===== src/rtl/dad_pkg.sv =====
// ---------------------------------------------------------------------------
// dad_pkg
// Types, constants and calendar helpers for the date adder.
// ---------------------------------------------------------------------------
package dad_pkg;

    localparam int MAX_YEAR   = 9999;
    localparam int YEAR_IN_W  = 14;
    localparam int MONTH_W    = 4;
    localparam int DAY_W      = 5;
    localparam int OFFSET_W   = 17;
    localparam int STATUS_W   = 2;
    localparam int D_W        = OFFSET_W + 1;
    localparam int YEAR_RAW_W = $clog2(MAX_YEAR + 2);
    localparam int YEAR_W     = (YEAR_RAW_W > YEAR_IN_W) ? YEAR_RAW_W : YEAR_IN_W;
    localparam int IN_DATA_W  = YEAR_IN_W + MONTH_W + DAY_W + OFFSET_W;
    localparam int OUT_RAW_W  = YEAR_IN_W + MONTH_W + DAY_W;
    localparam int OUT_DATA_W = ((OUT_RAW_W + 7) / 8) * 8;

    localparam int CYCLE_400  = 400;

    localparam logic [MONTH_W-1:0] JAN = MONTH_W'(1);
    localparam logic [MONTH_W-1:0] FEB = MONTH_W'(2);
    localparam logic [MONTH_W-1:0] APR = MONTH_W'(4);
    localparam logic [MONTH_W-1:0] JUN = MONTH_W'(6);
    localparam logic [MONTH_W-1:0] SEP = MONTH_W'(9);
    localparam logic [MONTH_W-1:0] NOV = MONTH_W'(11);
    localparam logic [MONTH_W-1:0] DEC = MONTH_W'(12);

    typedef enum logic [STATUS_W-1:0] {
        ST_OK       = 2'd0,
        ST_BAD_DATE = 2'd1,
        ST_CLAMPED  = 2'd2
    } t_status;

    typedef struct packed {
        logic load;
        logic mod_step;
        logic check;
        logic step;
    } t_dp_cmd;

    typedef struct packed {
        logic mod_done;
        logic run_done;
    } t_dp_sts;

    // leap from the year reduced modulo 400
    function automatic logic is_leap(input logic [YEAR_W-1:0] y400);
        logic d4;
        logic century;
        d4      = (y400[1:0] == 2'b00);
        century = (y400 == YEAR_W'(100)) || (y400 == YEAR_W'(200)) ||
                  (y400 == YEAR_W'(300));
        return d4 && !century;
    endfunction

    function automatic logic [DAY_W-1:0] month_len(input logic leap,
                                                   input logic [MONTH_W-1:0] m);
        logic [DAY_W-1:0] len;
        if (m < JAN || m > DEC) begin
            len = DAY_W'(0);
        end else if (m == APR || m == JUN || m == SEP || m == NOV) begin
            len = DAY_W'(30);
        end else if (m == FEB) begin
            len = leap ? DAY_W'(29) : DAY_W'(28);
        end else begin
            len = DAY_W'(31);
        end
        return len;
    endfunction

endpackage


===== src/rtl/date_add_days.sv =====
// One word is in flight at a time; a new word is taken only once the
//   result of the last one has been handed over.
// The month walk steps one month per cycle through the step unit.
// Reset: synchronous active-low i_rst_n returns the controller to idle with
//   no output word pending; date registers are not reset.
// ---------------------------------------------------------------------------
// date_add_days
// Gregorian date plus a signed day offset, walked month by month.
// ---------------------------------------------------------------------------
module date_add_days import dad_pkg::*; (
    input  logic                  i_clk,
    input  logic                  i_rst_n,
    // input word
    input  logic                  i_s_tvalid,
    output logic                  o_s_tready,
    // [13:0] year_in, [17:14] month_in, [22:18] day_in, [39:23] day_offset
    input  logic [IN_DATA_W-1:0]  i_s_tdata,
    // result word
    output logic                  o_m_tvalid,
    input  logic                  i_m_tready,
    // [13:0] year_out, [17:14] month_out, [22:18] day_out, [23] zero pad
    output logic [OUT_DATA_W-1:0] o_m_tdata,
    // [1:0] status: 0 ok, 1 invalid input date, 2 year clamped
    output logic [STATUS_W-1:0]   o_m_tuser
);

    t_dp_cmd cmd;
    t_dp_sts sts;

    // Controller: idle -> load -> reduce year mod 400 (one subtract a cycle)
    // -> validate date -> walk one month a cycle -> hold result until taken.
    dad_ctrl u_ctrl (
        .i_clk       (i_clk),
        .i_rst_n     (i_rst_n),
        .i_in_valid  (i_s_tvalid),
        .i_out_ready (i_m_tready),
        .i_sts       (sts),
        .o_in_ready  (o_s_tready),
        .o_out_valid (o_m_tvalid),
        .o_cmd       (cmd)
    );

    // Datapath: the year mod 400 remainder is kept alongside the year so the
    // leap rule never needs a divider; it wraps as the walk crosses years.
    dad_dp u_dp (
        .i_clk    (i_clk),
        .i_cmd    (cmd),
        .i_data   (i_s_tdata),
        .o_sts    (sts),
        .o_data   (o_m_tdata),
        .o_status (o_m_tuser)
    );

endmodule


===== src/rtl/dad_dp.sv =====
// ---------------------------------------------------------------------------
// dad_dp
// Datapath: date registers, mod-400 reduction and the one-month step unit.
// ---------------------------------------------------------------------------
module dad_dp import dad_pkg::*; (
    input  logic                  i_clk,
    input  t_dp_cmd               i_cmd,
    input  logic [IN_DATA_W-1:0]  i_data,
    output t_dp_sts               o_sts,
    output logic [OUT_DATA_W-1:0] o_data,
    output logic [STATUS_W-1:0]   o_status
);

    logic [YEAR_W-1:0]       r_year,   n_year;
    logic [YEAR_W-1:0]       r_y400,   n_y400;
    logic [MONTH_W-1:0]      r_month,  n_month;
    logic [DAY_W-1:0]        r_day;
    logic signed [D_W-1:0]   r_d,      n_d;
    t_status                 r_status, n_status;

    logic [YEAR_IN_W-1:0]    in_year;
    logic [MONTH_W-1:0]      in_month;
    logic [DAY_W-1:0]        in_day;
    logic [OFFSET_W-1:0]     in_off;

    logic                    leap;
    logic                    leap_prev;
    logic [YEAR_W-1:0]       y400_dec;
    logic [DAY_W-1:0]        cur_len;
    logic signed [D_W-1:0]   cur_len_s;
    logic                    fits;
    logic                    bad;

    assign in_year  = i_data[YEAR_IN_W-1:0];
    assign in_month = i_data[YEAR_IN_W +: MONTH_W];
    assign in_day   = i_data[YEAR_IN_W+MONTH_W +: DAY_W];
    assign in_off   = i_data[YEAR_IN_W+MONTH_W+DAY_W +: OFFSET_W];

    assign leap      = is_leap(r_y400);
    assign y400_dec  = (r_y400 == '0) ? YEAR_W'(CYCLE_400 - 1) : r_y400 - YEAR_W'(1);
    assign leap_prev = is_leap(y400_dec);
    assign cur_len   = month_len(leap, r_month);
    assign cur_len_s = $signed({{(D_W-DAY_W){1'b0}}, cur_len});
    assign fits      = (r_d >= $signed(D_W'(1))) && (r_d <= cur_len_s);

    assign bad = (r_year < YEAR_W'(1)) || (r_year > YEAR_W'(MAX_YEAR)) ||
                 (r_month < JAN) || (r_month > DEC) ||
                 (r_day < DAY_W'(1)) || (r_day > cur_len);

    always_comb begin
        n_year   = r_year;
        n_y400   = r_y400;
        n_month  = r_month;
        n_d      = r_d;
        n_status = r_status;
        if (i_cmd.load) begin
            n_year   = YEAR_W'(in_year);
            n_y400   = YEAR_W'(in_year);
            n_month  = in_month;
            n_d      = $signed({{(D_W-DAY_W){1'b0}}, in_day}) +
                       $signed({in_off[OFFSET_W-1], in_off});
            n_status = ST_OK;
        end else if (i_cmd.mod_step) begin
            if (r_y400 >= YEAR_W'(CYCLE_400)) begin
                n_y400 = r_y400 - YEAR_W'(CYCLE_400);
            end
        end else if (i_cmd.check) begin
            if (bad) begin
                n_status = ST_BAD_DATE;
            end
        end else if (i_cmd.step && r_status == ST_OK && !fits) begin
            if (r_d > cur_len_s) begin
                // forward one month
                n_d = r_d - cur_len_s;
                if (r_month == DEC) begin
                    n_month = JAN;
                    n_year  = r_year + YEAR_W'(1);
                    n_y400  = (r_y400 == YEAR_W'(CYCLE_400 - 1)) ? '0 :
                              r_y400 + YEAR_W'(1);
                    if (r_year >= YEAR_W'(MAX_YEAR)) begin
                        n_year   = YEAR_W'(MAX_YEAR);
                        n_month  = DEC;
                        n_d      = $signed(D_W'(31));
                        n_status = ST_CLAMPED;
                    end
                end else begin
                    n_month = r_month + MONTH_W'(1);
                end
            end else begin
                // backward one month
                if (r_month <= JAN) begin
                    if (r_year <= YEAR_W'(1)) begin
                        n_year   = YEAR_W'(1);
                        n_month  = JAN;
                        n_d      = $signed(D_W'(1));
                        n_status = ST_CLAMPED;
                    end else begin
                        n_month = DEC;
                        n_year  = r_year - YEAR_W'(1);
                        n_y400  = y400_dec;
                        n_d     = r_d + $signed({{(D_W-DAY_W){1'b0}},
                                                 month_len(leap_prev, DEC)});
                    end
                end else begin
                    n_month = r_month - MONTH_W'(1);
                    n_d     = r_d + $signed({{(D_W-DAY_W){1'b0}},
                                             month_len(leap, r_month - MONTH_W'(1))});
                end
            end
        end
    end

    always_ff @(posedge i_clk) begin
        r_year   <= n_year;
        r_y400   <= n_y400;
        r_month  <= n_month;
        r_d      <= n_d;
        r_status <= n_status;
        if (i_cmd.load) begin
            r_day <= in_day;
        end
    end

    assign o_sts.mod_done = (r_y400 < YEAR_W'(CYCLE_400));
    assign o_sts.run_done = (r_status != ST_OK) || fits;

    always_comb begin
        o_data = '0;
        if (r_status != ST_BAD_DATE) begin
            o_data[YEAR_IN_W-1:0]                 = r_year[YEAR_IN_W-1:0];
            o_data[YEAR_IN_W +: MONTH_W]          = r_month;
            o_data[YEAR_IN_W+MONTH_W +: DAY_W]    = r_d[DAY_W-1:0];
        end
    end
    assign o_status = r_status;

endmodule


===== src/rtl/dad_ctrl.sv =====
// ---------------------------------------------------------------------------
// dad_ctrl
// Controller: sequences load, mod-400 reduce, check, month walk and output.
// ---------------------------------------------------------------------------
module dad_ctrl import dad_pkg::*; (
    input  logic    i_clk,
    input  logic    i_rst_n,
    input  logic    i_in_valid,
    input  logic    i_out_ready,
    input  t_dp_sts i_sts,
    output logic    o_in_ready,
    output logic    o_out_valid,
    output t_dp_cmd o_cmd
);

    typedef enum logic [4:0] {
        S_IDLE  = 5'b00001,
        S_MOD   = 5'b00010,
        S_CHECK = 5'b00100,
        S_RUN   = 5'b01000,
        S_OUT   = 5'b10000
    } t_state;

    t_state r_state, n_state;

    always_comb begin
        n_state = r_state;
        o_cmd   = '0;
        unique case (r_state)
            S_IDLE: begin
                if (i_in_valid) begin
                    o_cmd.load = 1'b1;
                    n_state    = S_MOD;
                end
            end
            S_MOD: begin
                o_cmd.mod_step = 1'b1;
                if (i_sts.mod_done) begin
                    n_state = S_CHECK;
                end
            end
            S_CHECK: begin
                o_cmd.check = 1'b1;
                n_state     = S_RUN;
            end
            S_RUN: begin
                o_cmd.step = 1'b1;
                if (i_sts.run_done) begin
                    n_state = S_OUT;
                end
            end
            S_OUT: begin
                if (i_out_ready) begin
                    n_state = S_IDLE;
                end
            end
            default: n_state = S_IDLE;
        endcase
    end

    always_ff @(posedge i_clk) begin
        if (!i_rst_n) begin
            r_state <= S_IDLE;
        end else begin
            r_state <= n_state;
        end
    end

    assign o_in_ready  = (r_state == S_IDLE);
    assign o_out_valid = (r_state == S_OUT);

endmodule


===== config.mk =====
export PLATFORM = sky130hd
export DESIGN_NAME = date_add_days
export DESIGN_NICKNAME = d
export VERILOG_FILES = /design/src/rtl/dad_pkg.sv /design/src/rtl/date_add_days.sv /design/src/rtl/dad_dp.sv /design/src/rtl/dad_ctrl.sv
export SDC_FILE = /design/constraint.sdc
export NUM_CORES = 1
export LEC_CHECK = 0
export ABC_CLOCK_PERIOD_IN_PS = 6500
export BUFFER_PORTS_ARGS = -buffer_cell sky130_fd_sc_hd__buf_2
export CAP_MARGIN = 20
export CELL_PAD_IN_SITES_DETAIL_PLACEMENT = 0
export CELL_PAD_IN_SITES_GLOBAL_PLACEMENT = 1
export CORE_AREA = 2 2 119 167
export CTS_CLUSTER_SIZE = 20
export DETAILED_ROUTE_END_ITERATION = 6
export DIE_AREA = 0 0 121 169
export PLACE_DENSITY = 0.71
export RECOVER_POWER = 50
export SYNTH_ARGS = -nofsm -noshare
export SYNTH_HDL_FRONTEND = slang
export SYNTH_SLANG_ARGS = --single-unit
export TNS_END_PERCENT = 100

===== constraint.sdc =====
create_clock -name i_clk -period 6.5 [get_ports i_clk]
set_input_delay 1.3 -clock i_clk [delete_from_list [all_inputs] [get_ports i_clk]]
set_output_delay 1.3 -clock i_clk [all_outputs]
set_load 0.05 [all_outputs]

==> tab_implementation.tex <==
\begin{tabular}{lr}
\hline
Metric & Value \\
\hline
\multicolumn{2}{l}{\textbf{Outcome}} \\
Run status & finished with violations \\
Violations in the final reports & capacitance limit, slew limit \\
\multicolumn{2}{l}{\textbf{Setup path}} \\
Crit. path cell count & 15 \\
Required time reported for the critical path endpoint & 6.60 ns \\
Data arrival time of the worst path & roughly 6 ns \\
Kind of critical path & flip-flop to flip-flop \\
Most frequent cell on the critical path & nand3\_1 \\
Launch point of the worst path & u\_dp.r\_y400[9] \\
Startpoint types & flip-flop \\
R2r worst-path depth & 15 \\
Critical path peak fanout & 15 \\
Worst Setup End Kind & flip-flop \\
Count of buffering cells on the critical path with inverters included & 1 \\
R2R Setup Slk & between 0.6 and 0.7 ns \\
Worst R2R Start & u\_dp.r\_y400[9] \\
Critical Path Slowest Stage Cell & nor2\_1 \\
Worst path max stage delay & 0.91 ns \\
Crit-path leading delay family & simple AND/OR/NAND/NOR gates \\
Worst r2r dst & u\_dp.r\_d[0] \\
Worst setup path endpoint & u\_dp.r\_d[0] \\
List of cells traversed by the critical path & or4\_1, nor3\_1, nand3\_1, nand3\_1, o21ai\_0, a22o\_1, ha\_1, inv\_1, fa\_1, a211oi\_1, o21ai\_1, a31oi\_1, nor2\_1, a221oi\_1, a21o\_1 \\
\multicolumn{2}{l}{\textbf{Timing}} \\
Final setup violation count & 0 \\
Max\_slew headroom & -0.926 \\
Hold Worst Slack & between 0.5 and 0.6 ns \\
Number of slew-limit violations in the final report & 100 \\
Slew at the pin closest to its max-slew limit & 2.89 ns \\
RSZ-0062 raised after global routing & no \\
Setup TNS Final & 0 ns \\
Post-layout minimum cycle time & 5.80 ns \\
Maximum clock skew at final layout & 0.00951 ns \\
Endpoints failing hold & 0 \\
Max Clock Freq & between 150 and 200 MHz \\
Final period util & 0.893 \\
\multicolumn{2}{l}{\textbf{Yosys}} \\
Share of flip-flops with an asynchronous set or reset & 0 \\
Most common cell in the synthesized netlist & nand2\_1 \\
Number of synthesized register bits & 62 \\
Leading register cell type out of synthesis & edfxtp\_1 \\
Number of different library cells in the post-synthesis netlist & approximately 70 \\
Area leader, netlist & edfxtp\_1 \\
Synth top cells by count & nand2\_1 (78), nor2\_1 (65), o21ai\_0 (63) \\
Netlist area before placement & between 6000 and 7000 um\^{}2 \\
Proportion of synthesized chip area in sequential cells & 0.276 \\
Yosys warnings & 0 \\
EDFF count, synth & between 50 and 60 \\
Synthesized net count & 915 \\
Cell count after synthesis & a little over 800 \\
Syn Area/Cell & slightly below 8 um\^{}2 \\
Synth area leaders & edfxtp\_1 (25\%), ha\_1 (7.5\%), xor2\_1 (6.5\%), o21ai\_0 (4.9\%), nand2\_1 (4.5\%) \\
Area share of the largest cell type after synthesis & 0.254 \\
\multicolumn{2}{l}{\textbf{Global routing}} \\
Initial antenna violation count & 0 \\
Total Routing Usage GR & 0.225 \\
Pin count of the biggest net entering global routing & 56 \\
Via count of the first global-routing pass & roughly 6.6k \\
Global-route wire length before repair & approximately 36000 um \\
Grt ovf & 0 \\
\multicolumn{2}{l}{\textbf{Final layout}} \\
Area used by multi-input combinational logic & 4360 um\^{}2 \\
Proportion of layout cells with a drive suffix above 1 & 0.0820 \\
Synthesis-to-layout area growth & 11.6\% \\
Fill cell instance count of the final layout & between 2k and 2.5k \\
Post-route cell area & between 7000 and 8000 um\^{}2 \\
Final core utilization & 0.382 \\
Sequential cell area & 1790 um\^{}2 \\
N\_diodes & 0 \\
Number of nets in the finished design & 947 \\
\multicolumn{2}{l}{\textbf{CTS}} \\
Number of gates resized after CTS & 0 \\
Clk pin slew, worst setup/hold paths & roughly 0.06 ns \\
Maximum clock path buffer count & 2 \\
Insertion delay to the later sink of the worst-skew pair & 0.35 ns \\
CTS H-tree lvls & 3 \\
Clock tree from TritonCTS & built \\
Clock sinks & 62 \\
Inserted Clock Buffers & 9 \\
Cts-stage hold buffer count & 0 \\
Library cell used as clock root buffer & clkbuf\_16 \\
Post-CTS Setup Repair Bufs & 0 \\
\multicolumn{2}{l}{\textbf{Detailed routing}} \\
Number of nets with antenna violations after routing & 0 \\
Total routed wirelength & approximately 23000 um \\
Highest Signal Layer & met4 \\
Post-Route M1 WL & 8820 um \\
Via count & $\sim$6.5k \\
DRC violation count after routing & 0 \\
WL met2 & between 10000 and 15000 um \\
Routed met3 length & 1050 um \\
Number of DRC markers in iteration 0 & approximately 360 \\
Pre-Repair DR Iteration Count & 5 \\
Wirelength per Cell & 20.4 um \\
Via count normalized by instance count & about 5.8 \\
\multicolumn{2}{l}{\textbf{Place}} \\
Number of buffers added on ports & 70 \\
Cell area reported after detailed placement & about 7000 um\^{}2 \\
Dpl hpwl & 16800 um \\
Final weighted congestion in routability-driven placement & 0.862 \\
\multicolumn{2}{l}{\textbf{Pwr}} \\
IR Drop Worst-Case VDD & 0.000120 V \\
Power Density & 310 nW/um\^{}2 \\
PnR Total Power & about 2.3 mW \\
LEAKAGE & 2.60 nW \\
\multicolumn{2}{l}{\textbf{Floorplan}} \\
I/O pin count & just over 70 \\
Initial standard-cell utilization of the core & 0.342 \\
Die width & 121 um \\
Die Height & about 170 um \\
Die area & roughly 20000 um\^{}2 \\
Number of placement rows & 60 \\
Placeable core area & 19000 um\^{}2 \\
\multicolumn{2}{l}{\textbf{Job}} \\
Max Cap Viol & 2 \\
\multicolumn{2}{l}{\textbf{Min path}} \\
Hold/Removal Path Class & flip-flop to flip-flop \\
\hline
\end{tabular}
state kept, by name, summed over array words and instances (netlist names):
| name | flops |
|---|---|
| u_dp.r_d | 18 |
| u_dp.r_y400 | 14 |
| u_dp.r_year | 14 |
| u_ctrl.r_state | 5 |
| u_dp.r_day | 5 |
| u_dp.r_month | 4 |
| u_dp.o_status | 2 |
stage by stage:
stage / worst slack, ns / cells
final: 0.696 / 1114
after global routing: 0.314 / 1114
after CTS: 0.921 / 1114
after detailed placement: 0.937 / 1098
after global placement: 1.04 / 1098
after floorplan: 1.38 / 829
power breakdown:
part	internal [mW]	switching (mW)	leakage [nW]	total (mW)
Combinational	0.382	0.665	1.87	1.05
Sequential	0.533	0.139	0.579	0.672
Clock	0.333	0.198	0.149	0.531
Total	1.25	1.00	2.60	2.25
area by class of cell:
| type | instances | share of cell area |
|---|---|---|
| multi-input combinational | 679 | 0.601 |
| sequential | 62 | 0.247 |
| timing repair buffer | 78 | 0.0497 |
| tap | 248 | 0.0428 |
| clock buffer | 9 | 0.0310 |
| inverter | 31 | 0.0160 |
| clock inverter | 7 | 0.0122 |
worst register-to-register path: cells and delay by family, from the launching register on:
family	cells	cell delay, ns
AO/OA/AOI/OAI	7	2.10
buffers and inverters	1	0.07
flip-flops	1	0.58
adder cells (fa/ha/maj)	2	0.40
AND/OR/NAND/NOR	5	2.39
logic make-up after synthesis:
kind of cell | synth area share
AO/OA/AOI/OAI | 0.230
XOR/XNOR | 0.101
adder cells (fa/ha/maj) | 0.0843
buffers and inverters | 0.0531
flip-flops | 0.276
multiplexers | 0.00154
other | 0.000577
AND/OR/NAND/NOR | 0.254
per-layer routing:
metal | GRT usage | up-vias
met5 | 0 | -
met4 | 0.0945 | 0
met3 | 0.0330 | 49
met2 | 0.419 | 210
met1 | 0.252 | 3108
li1 | - | 3122
worst min path at each step:
stage	from	endpoint	cells past startpoint
global placement	u_dp.o_status[1]	u_dp.o_status[1]	2
floorplan	u_ctrl.r_state[2]	u_ctrl.r_state[3]	2
detailed placement	u_dp.o_status[0]	u_dp.o_status[0]	1
finish	u_dp.o_status[0]	u_dp.o_status[0]	1
global route	u_dp.o_status[1]	u_dp.o_status[1]	2
CTS	u_dp.o_status[0]	u_dp.o_status[0]	1
layout by cell type, fill, tap and decap left out, types with 19 or more instances in the layout:
master    netlist  routed
nor2_1         65      65
nand3_1        37      37
nand2_1        78      78
xor2_1         48      48
buf_2           3      38
nor3_1         43      43
ha_1           39      39
edfxtp_1       55      55
and2_1         24      24
clkbuf_1       48      34
o21ai_0        63      62
inv_1          30      30
a31oi_1        19      19
a21oi_1        49      49
xnor2_1        27      27
No activity file was read; power rests on OpenSTA's default activity.
